`src/rtl/smsrng_pkg.sv`:
```
// ----------------------------------------------------------------------------
// smsrng_pkg: constants of the shuffled minimal standard generator
// Generator constants, shuffle table geometry and the widths derived from them.
// ----------------------------------------------------------------------------
package smsrng_pkg;

	localparam int TABLE_DEPTH  = 32;
	localparam int WARMUP_STEPS = 8;
	localparam int INIT_STEPS   = TABLE_DEPTH + WARMUP_STEPS;

	localparam int VAL_W  = 31;
	localparam int MULT_W = 15;
	localparam int PROD_W = VAL_W + MULT_W;
	localparam int IDX_W  = $clog2(TABLE_DEPTH);
	localparam int CNT_W  = $clog2(INIT_STEPS);

	// The table depth is a power of two, so the selector divisor
	// 1 + (2^31 - 2) / TABLE_DEPTH is 2^(31 - IDX_W) and the index is the top bits.
	localparam int SEL_LSB = VAL_W - IDX_W;

	localparam logic [MULT_W-1:0] LEHMER_MULT = MULT_W'(16807);
	localparam logic [VAL_W-1:0]  LEHMER_MOD  = {VAL_W{1'b1}};

	typedef logic [VAL_W-1:0] value_t;

endpackage

```
`src/rtl/shuffled_minimal_standard_rng.sv`:
```
// ----------------------------------------------------------------------------
// shuffled_minimal_standard_rng: Lehmer generator with a Bays-Durham shuffle
// A 16807 * x mod (2^31 - 1) generator feeds a 32-entry shuffle table; each
// input transfer draws one shuffled 31-bit deviate.
//
// Channel   Signals                             Payload
// input     in_valid, in_ready                  restart
// output    out_valid, out_ready                deviate
// config    cfg_wr_en                           cfg_wr_data (seed)
//
// One generator step is a multiply state and a reduction state through the
// single shared multiplier and Mersenne-modulus adder.
// A draw runs through the multiply, reduction and final states and takes no
// new item before it returns to idle; a restart first runs the
// TABLE_DEPTH + WARMUP_STEPS steps of the seed reload and table fill.
// The first draw after reset always performs the reload.
// A new item is taken while a result still waits; the draw stalls in its last
// cycle until the output register is free.
// ----------------------------------------------------------------------------
module shuffled_minimal_standard_rng
	import smsrng_pkg::*;
(
	input  logic             clk,
	input  logic             arst_n,
	input  logic             cfg_wr_en,
	input  logic [VAL_W-1:0] cfg_wr_data,
	input  logic             in_valid,
	output logic             in_ready,
	input  logic             restart,
	output logic             out_valid,
	input  logic             out_ready,
	output logic [VAL_W-1:0] deviate
);

	localparam logic [1:0] ST_IDLE = 2'd0;
	localparam logic [1:0] ST_MUL  = 2'd1;
	localparam logic [1:0] ST_RED  = 2'd2;
	localparam logic [1:0] ST_FIN  = 2'd3;

	localparam logic [CNT_W-1:0] CNT_LAST   = CNT_W'(INIT_STEPS - 1);
	localparam logic [CNT_W-1:0] CNT_WARMUP = CNT_W'(WARMUP_STEPS);

	logic [1:0]        state_q;
	logic              init_q;
	logic [CNT_W-1:0]  cnt_q;
	value_t            seed_q;
	value_t            x_q;
	value_t            last_q;
	logic [PROD_W-1:0] prod_q;
	value_t            rd_q;
	value_t            deviate_q;
	logic              ov_q;
	value_t            table_mem [TABLE_DEPTH];

	logic              in_xfer;
	logic              out_free;
	value_t            seed_fix;
	logic [VAL_W:0]    red_sum;
	value_t            red_val;
	logic [IDX_W-1:0]  sel_idx;
	logic [IDX_W-1:0]  fill_idx;
	logic              fill_we;
	logic              draw_we;

	assign in_ready  = (state_q == ST_IDLE);
	assign in_xfer   = in_valid && in_ready;
	assign out_free  = !ov_q || out_ready;
	assign out_valid = ov_q;
	assign deviate   = deviate_q;

	assign seed_fix = (seed_q == '0 || seed_q == LEHMER_MOD) ? VAL_W'(1) : seed_q;

	assign red_sum = {1'b0, prod_q[VAL_W-1:0]} + (VAL_W+1)'(prod_q[PROD_W-1:VAL_W]);
	assign red_val = (red_sum >= {1'b0, LEHMER_MOD}) ?
		VAL_W'(red_sum - {1'b0, LEHMER_MOD}) : red_sum[VAL_W-1:0];

	assign sel_idx  = last_q[VAL_W-1:SEL_LSB];
	assign fill_idx = IDX_W'(CNT_LAST - cnt_q);
	assign fill_we  = (state_q == ST_RED) && init_q && (cnt_q >= CNT_WARMUP);
	assign draw_we  = (state_q == ST_RED) && !init_q;

	always_ff @(posedge clk or negedge arst_n) begin
		if (!arst_n) begin
			seed_q <= VAL_W'(1);
		end else if (cfg_wr_en) begin
			seed_q <= cfg_wr_data;
		end
	end

	always_ff @(posedge clk or negedge arst_n) begin
		if (!arst_n) begin
			state_q   <= ST_IDLE;
			init_q    <= 1'b0;
			cnt_q     <= '0;
			x_q       <= VAL_W'(1);
			last_q    <= '0;
			ov_q      <= 1'b0;
		end else begin
			if (state_q == ST_FIN && out_free) begin
				ov_q <= 1'b1;
			end else if (out_ready) begin
				ov_q <= 1'b0;
			end
			case (state_q)
				ST_IDLE: begin
					if (in_xfer) begin
						state_q <= ST_MUL;
						if (restart || last_q == '0) begin
							init_q <= 1'b1;
							cnt_q  <= '0;
							x_q    <= seed_fix;
						end else begin
							init_q <= 1'b0;
						end
					end
				end
				ST_MUL: begin
					state_q <= ST_RED;
				end
				ST_RED: begin
					x_q <= red_val;
					if (init_q) begin
						state_q <= ST_MUL;
						if (cnt_q == CNT_LAST) begin
							init_q <= 1'b0;
							last_q <= red_val;
						end else begin
							cnt_q <= cnt_q + CNT_W'(1);
						end
					end else begin
						state_q <= ST_FIN;
					end
				end
				ST_FIN: begin
					if (out_free) begin
						last_q  <= rd_q;
						state_q <= ST_IDLE;
					end
				end
				default: begin
					state_q <= ST_IDLE;
				end
			endcase
		end
	end

	always_ff @(posedge clk) begin
		if (state_q == ST_MUL) begin
			prod_q <= PROD_W'(x_q) * PROD_W'(LEHMER_MULT);
		end
		if (state_q == ST_FIN && out_free) begin
			deviate_q <= rd_q;
		end
	end

	always_ff @(posedge clk) begin
		if (fill_we) begin
			table_mem[fill_idx] <= red_val;
		end
		if (draw_we) begin
			table_mem[sel_idx] <= red_val;
			rd_q               <= table_mem[sel_idx];
		end
	end

	a_gen_nonzero: assert property (@(posedge clk) disable iff (!arst_n)
		x_q != '0)
		else $error("Generator state reached zero.");

	a_busy_after_xfer: assert property (@(posedge clk) disable iff (!arst_n)
		in_xfer |=> !in_ready)
		else $error("Input taken again right after a transfer.");

	a_out_from_fin: assert property (@(posedge clk) disable iff (!arst_n)
		$rose(ov_q) |-> $past(state_q) == ST_FIN)
		else $error("Output became valid outside the final draw cycle.");

	a_draw_initialized: assert property (@(posedge clk) disable iff (!arst_n)
		draw_we |-> last_q != '0)
		else $error("Draw started from an uninitialized table.");

	a_deviate_range: assert property (@(posedge clk) disable iff (!arst_n)
		ov_q |-> (deviate_q != '0 && deviate_q != LEHMER_MOD))
		else $error("Deviate outside its range.");

endmodule
```
`config.mk`:
```
export PLATFORM = sky130hd
export DESIGN_NAME = shuffled_minimal_standard_rng
export DESIGN_NICKNAME = d
export VERILOG_FILES = /design/src/rtl/smsrng_pkg.sv /design/src/rtl/shuffled_minimal_standard_rng.sv
export SDC_FILE = /design/constraint.sdc
export NUM_CORES = 2
export LEC_CHECK = 0
export ABC_AREA = 1
export BUFFER_PORTS_ARGS = -buffer_cell sky130_fd_sc_hd__buf_2
export CAP_MARGIN = 20
export CORE_UTILIZATION = 35
export DETAILED_ROUTE_END_ITERATION = 8
export PLACE_DENSITY_LB_ADDON = 0.1
export SLEW_MARGIN = 5
export SYNTH_ARGS = -nofsm -noshare
export SYNTH_HDL_FRONTEND = slang
export SYNTH_SLANG_ARGS = --single-unit
```
`constraint.sdc`:
```
create_clock -name clk -period 7.2 [get_ports clk]
set_clock_uncertainty 0.05 [all_clocks]
set_input_delay 0.36 -clock clk [delete_from_list [all_inputs] [get_ports clk]]
set_output_delay 0.36 -clock clk [all_outputs]
set_load 0.02 [all_outputs]
```
==> out/results.env <==
DRC_ERRORS=0
SYNTH.AREA.TOP_CELLS='sky130_fd_sc_hd__edfxtp_1 57%, sky130_fd_sc_hd__nor2_1 6.1%, sky130_fd_sc_hd__o21ai_0 5.7%, sky130_fd_sc_hd__fa_1 4.7%, sky130_fd_sc_hd__ha_1 4.5%'
TIMING.FINAL.CRIT_SHARE_PCT=84.05
START_UTIL_PCT=35.29
YOSYSMOSTFREQUENTCELL='sky130_fd_sc_hd__edfxtp_1'
NUMBER_OF_FLOPS_MAPPED_TO_ENABLE_CELLS_BY_YOSYS=1100
SYNTHDOMINANTCELLAREASHARE_PCT=57.45
LARGEST_NET_DEGREE_AT_THE_START_OF_GLOBAL_ROUTING=174
NUMCTSBUFFERS=139
BOUNDARYPINS=70
SYN_NETS=5543
CP_CELL_SEQUENCE='inv_1 > fa_1 > inv_1 > ha_1 > inv_1 > fa_1 > inv_1 > fa_1 > fa_1 > inv_1 > fa_1 > inv_1 > ha_1 > nand2_1 > nor2_1 > inv_1 > nor3_1 > a21oi_1 > o21ai_0 > nand2_1 > nand2_1 > nand2_1 > o21ai_0 > xor2_1'
WORSTSETUPENDPOINTTYPE='flop'
GRT_PASS1_VIAS=39380
CP_MAX_FO=6
ROUTE.DETAILED.VIAS_PER_INST=5.241
MAX-CAP-VIOLATIONS=0
SETUP-TNS-FINAL_NS=0
FP.COREAREA_SQ_UM=163000
TIMING.CRITICAL_PATH.BUF_INV=7
MAX-CLOCK-PATH-BUFFERS=3
YOSYSUNIQUECELLTYPES=56
PLACE.GP.CONGESTION=0.8878
CTS_TREE='done'
TOTAL_OF_FLIP_FLOPS_PLUS_LATCHES_AFTER_SYNTHESIS=1203
NUMBER_OF_H_TREE_BRANCHING_LEVELS=4
CRITPATHLAUNCHTYPE='flop'
WORST_EP_REQUIRED_TIME_NS=7.67
FRACTION_OF_LAYOUT_CELLS_WITH_A_SIZE_SUFFIX_ABOVE_1_PCT=9.324
GRT_ANTENNA_BEFORE_REPAIR=11
FILLERS=15850
SYNTH-MAIN-FF-CELL='sky130_fd_sc_hd__edfxtp_1'
TIGHTEST_SLEW_NS=1.103
WORST_PATH_ARRIVAL_TIME_NS=6.52
SYN2LAYOUT_AREA_GROWTH_PCT=14.14
PLACEDINSTANCEAREA_SQ_UM=60810
TIMING.HOLD.WORST.CLASS='in -> reg'
HOLD_VIOL=0
DRT-WIRELENGTH-PER-CELL_UM=25.05
GRT_PASS1_WL_UM=274600
SEQ_AREA_FRAC_SYNTH_PCT=61.93
CTS.SINKS=1203
SYNTHESIS.AREA_PER_INSTANCE_SQ_UM=11.13
PLACEMENT_ROWS=148
GR-USAGE-ALL-LAYERS_PCT=22.59
SYNTH_AREA_SQ_UM=57500
DIE_AREA_SQ_UM=165900
FINALWORSTPATHREQUIREDPERIOD_NS=6.052
CLKSLEWWORSTSETUPHOLDPATHS_NS=0.06
PORT_BUFFERS=69
POST_SYNTH_INST_COUNT=5166
GLOBAL_ROUTE.OVERFLOW_TOTAL=0
DIE_W_UM=407.3
CTS_ROOT_BUF='sky130_fd_sc_hd__clkbuf_16'
DP_HPWL_UM=116500
SYNTH_TOP_CELLS_BY_COUNT='1100 x sky130_fd_sc_hd__edfxtp_1, 941 x sky130_fd_sc_hd__nor2_1, 659 x sky130_fd_sc_hd__o21ai_0, 474 x sky130_fd_sc_hd__inv_1, 457 x sky130_fd_sc_hd__nand2_1'
RUN_STATUS='complete, no violations'
MAX_CLOCK_FREQ_GHz=0.1652
CPMAXSTAGEDELAYCELL='sky130_fd_sc_hd__fa_1'
YOSYSWARNINGCOUNT=0
CELL_MODE_ON_CRITICAL_PATH='sky130_fd_sc_hd__inv_1'
WORST-SETUP-PATH-TYPE='reg -> reg'
DR.FIRST_ITER.DRC_COUNT=3494
DETAILROUTE.VIA_COUNT=39580
DR.PASS1.ITERS=5
POST_CTS_RESIZE_COUNT=0
DRTANTENNAVIOLNETS=0
NUM-NETS-FINAL=5640
TIMING.CRITICAL_PATH.MAX_DELAY_FAMILY='adder cells'
POST-SYNTH-TOP-AREA-CELL='sky130_fd_sc_hd__edfxtp_1'
RELSLEWSLACK_PCT=26.46
YS_ASYNC_SR_FRACTION_PCT=8.562
CRIT_PATH_MAX_INCR_DELAY_NS=0.56
SETUP_REPAIR_AFTER_GLOBAL_ROUTING_MISSED_ITS_MARGIN='no'
STDCELL_AREA_SQ_UM=65630
FLOORPLAN.DIE.HEIGHT_UM=407.3
FINAL-SETUP-VIOL-COUNT=0
CLK-INSERTION-DELAY-LATE_NS=0.79
TIMING_MAX_TRANSITION_VIOLATIONS_FINAL=0
POSTROUTEWIRELENGTH_UM=189100
## final cells by class
cell class                      instances  area, sq um  area share [%]
Inverter                              486         1842           2.806
Clock buffer                          181         3760           5.729
Tap cell                             2175         2721           4.146
Multi-Input combinational cell       3234        19460           29.65
Sequential cell                      1203        35630           54.28
Antenna cell                            3        7.507         0.01144
Timing Repair Buffer                  199         1570           2.392
Clock inverter                         70        641.9          0.9779
## layer usage
metal	routed length, um	vias to the layer above	global-route usage (%)
met5	27	-	0
li1	-	18360	-
met2	89150	1074	37.09
met4	5248	4	6.747
met3	9730	246	3.144
met1	84960	19900	31.00
## layout by cell type (no fill, tap or decap), drive strengths merged, types with 52 or more instances in the layout
cell	instances
edfxtp	1100
nor2	957
o21ai	673
inv	492
nand2	484
o22ai	268
ha	206
clkbuf	181
buf	165
nand3	140
fa	134
a21oi	120
dfrtp	101
clkinv	52
## final timing paths
kind	cells past startpoint	from	end	slack, ns
worst max-delay path	24	x_q[17]$_DFFE_PN0P_	prod_q[44]$_DFFE_PN_	1.15
worst min-delay path	3	cfg_wr_en	seed_q[0]$_DFFE_PN1P_	0.08
worst max register to register	24	x_q[17]$_DFFE_PN0P_	prod_q[44]$_DFFE_PN_	1.15
worst min register to register	0	rd_q[10]$_DFFE_PP_	deviate[10]$_DFFE_PP_	0.40
max in group asynchronous	3	arst_n	last_q[8]$_DFFE_PN0P_	5.75
min in group asynchronous	2	arst_n	x_q[16]$_DFFE_PN0P_	0.11
## cell families (layout without fill, tap and decap cells)
| logic type | count (synthesis) | count (layout) | synth area share, % |
|---|---|---|---|
| buffers and inverters | 729 | 936 | 4.800 |
| adders and majority gates | 340 | 340 | 9.148 |
| DFF | 1203 | 1203 | 61.93 |
| xor gates and xnor gates | 55 | 55 | 0.8377 |
| AOI/OAI and AO/OA | 1153 | 1153 | 11.10 |
| and+or+nand+nor | 1664 | 1664 | 11.75 |
| muxes | 22 | 22 | 0.4308 |
| other | 0 | 3 | 0 |
## repair_timing
item	CTS	global route
buffers inserted	0	0
endpoints found under the hold margin	90	0
hold buffers	34	0
## state kept, by name (all words and copies together), names as in the netlist, 2 cells and up
name	cells
state_q	2
table_mem	992
seed_q	31
last_q	31
rd_q	31
deviate	31
cnt_q	6
prod_q	46
x_q	31
## worst min-delay path: stages
cell and delay [ns]:
sky130_fd_sc_hd__buf_2 0.34, sky130_fd_sc_hd__nand2_1 0.13, sky130_fd_sc_hd__o21ai_0 0.07
## per-stage QoR
stage | worst slack (ns) | cells | util, % | hold WS (ns)
4_1_cts | 1.061 | 7545 | 40.23 | 0.005964
3_5_place_dp | 1.061 | 7260 | 37.32 | 0.3635
6_report | 1.148 | 7551 | 40.28 | 0.07616
3_3_place_gp | 1.088 | 7257 | 37.27 | 0.3632
5_1_grt | 0.5890 | 7549 | 40.27 | 0.1268
2_1_floorplan | 1.771 | 5166 | - | 0.01441
Power is not shown: default switching activity piles up to over one toggle a cycle in this logic, so the estimate is an artifact.
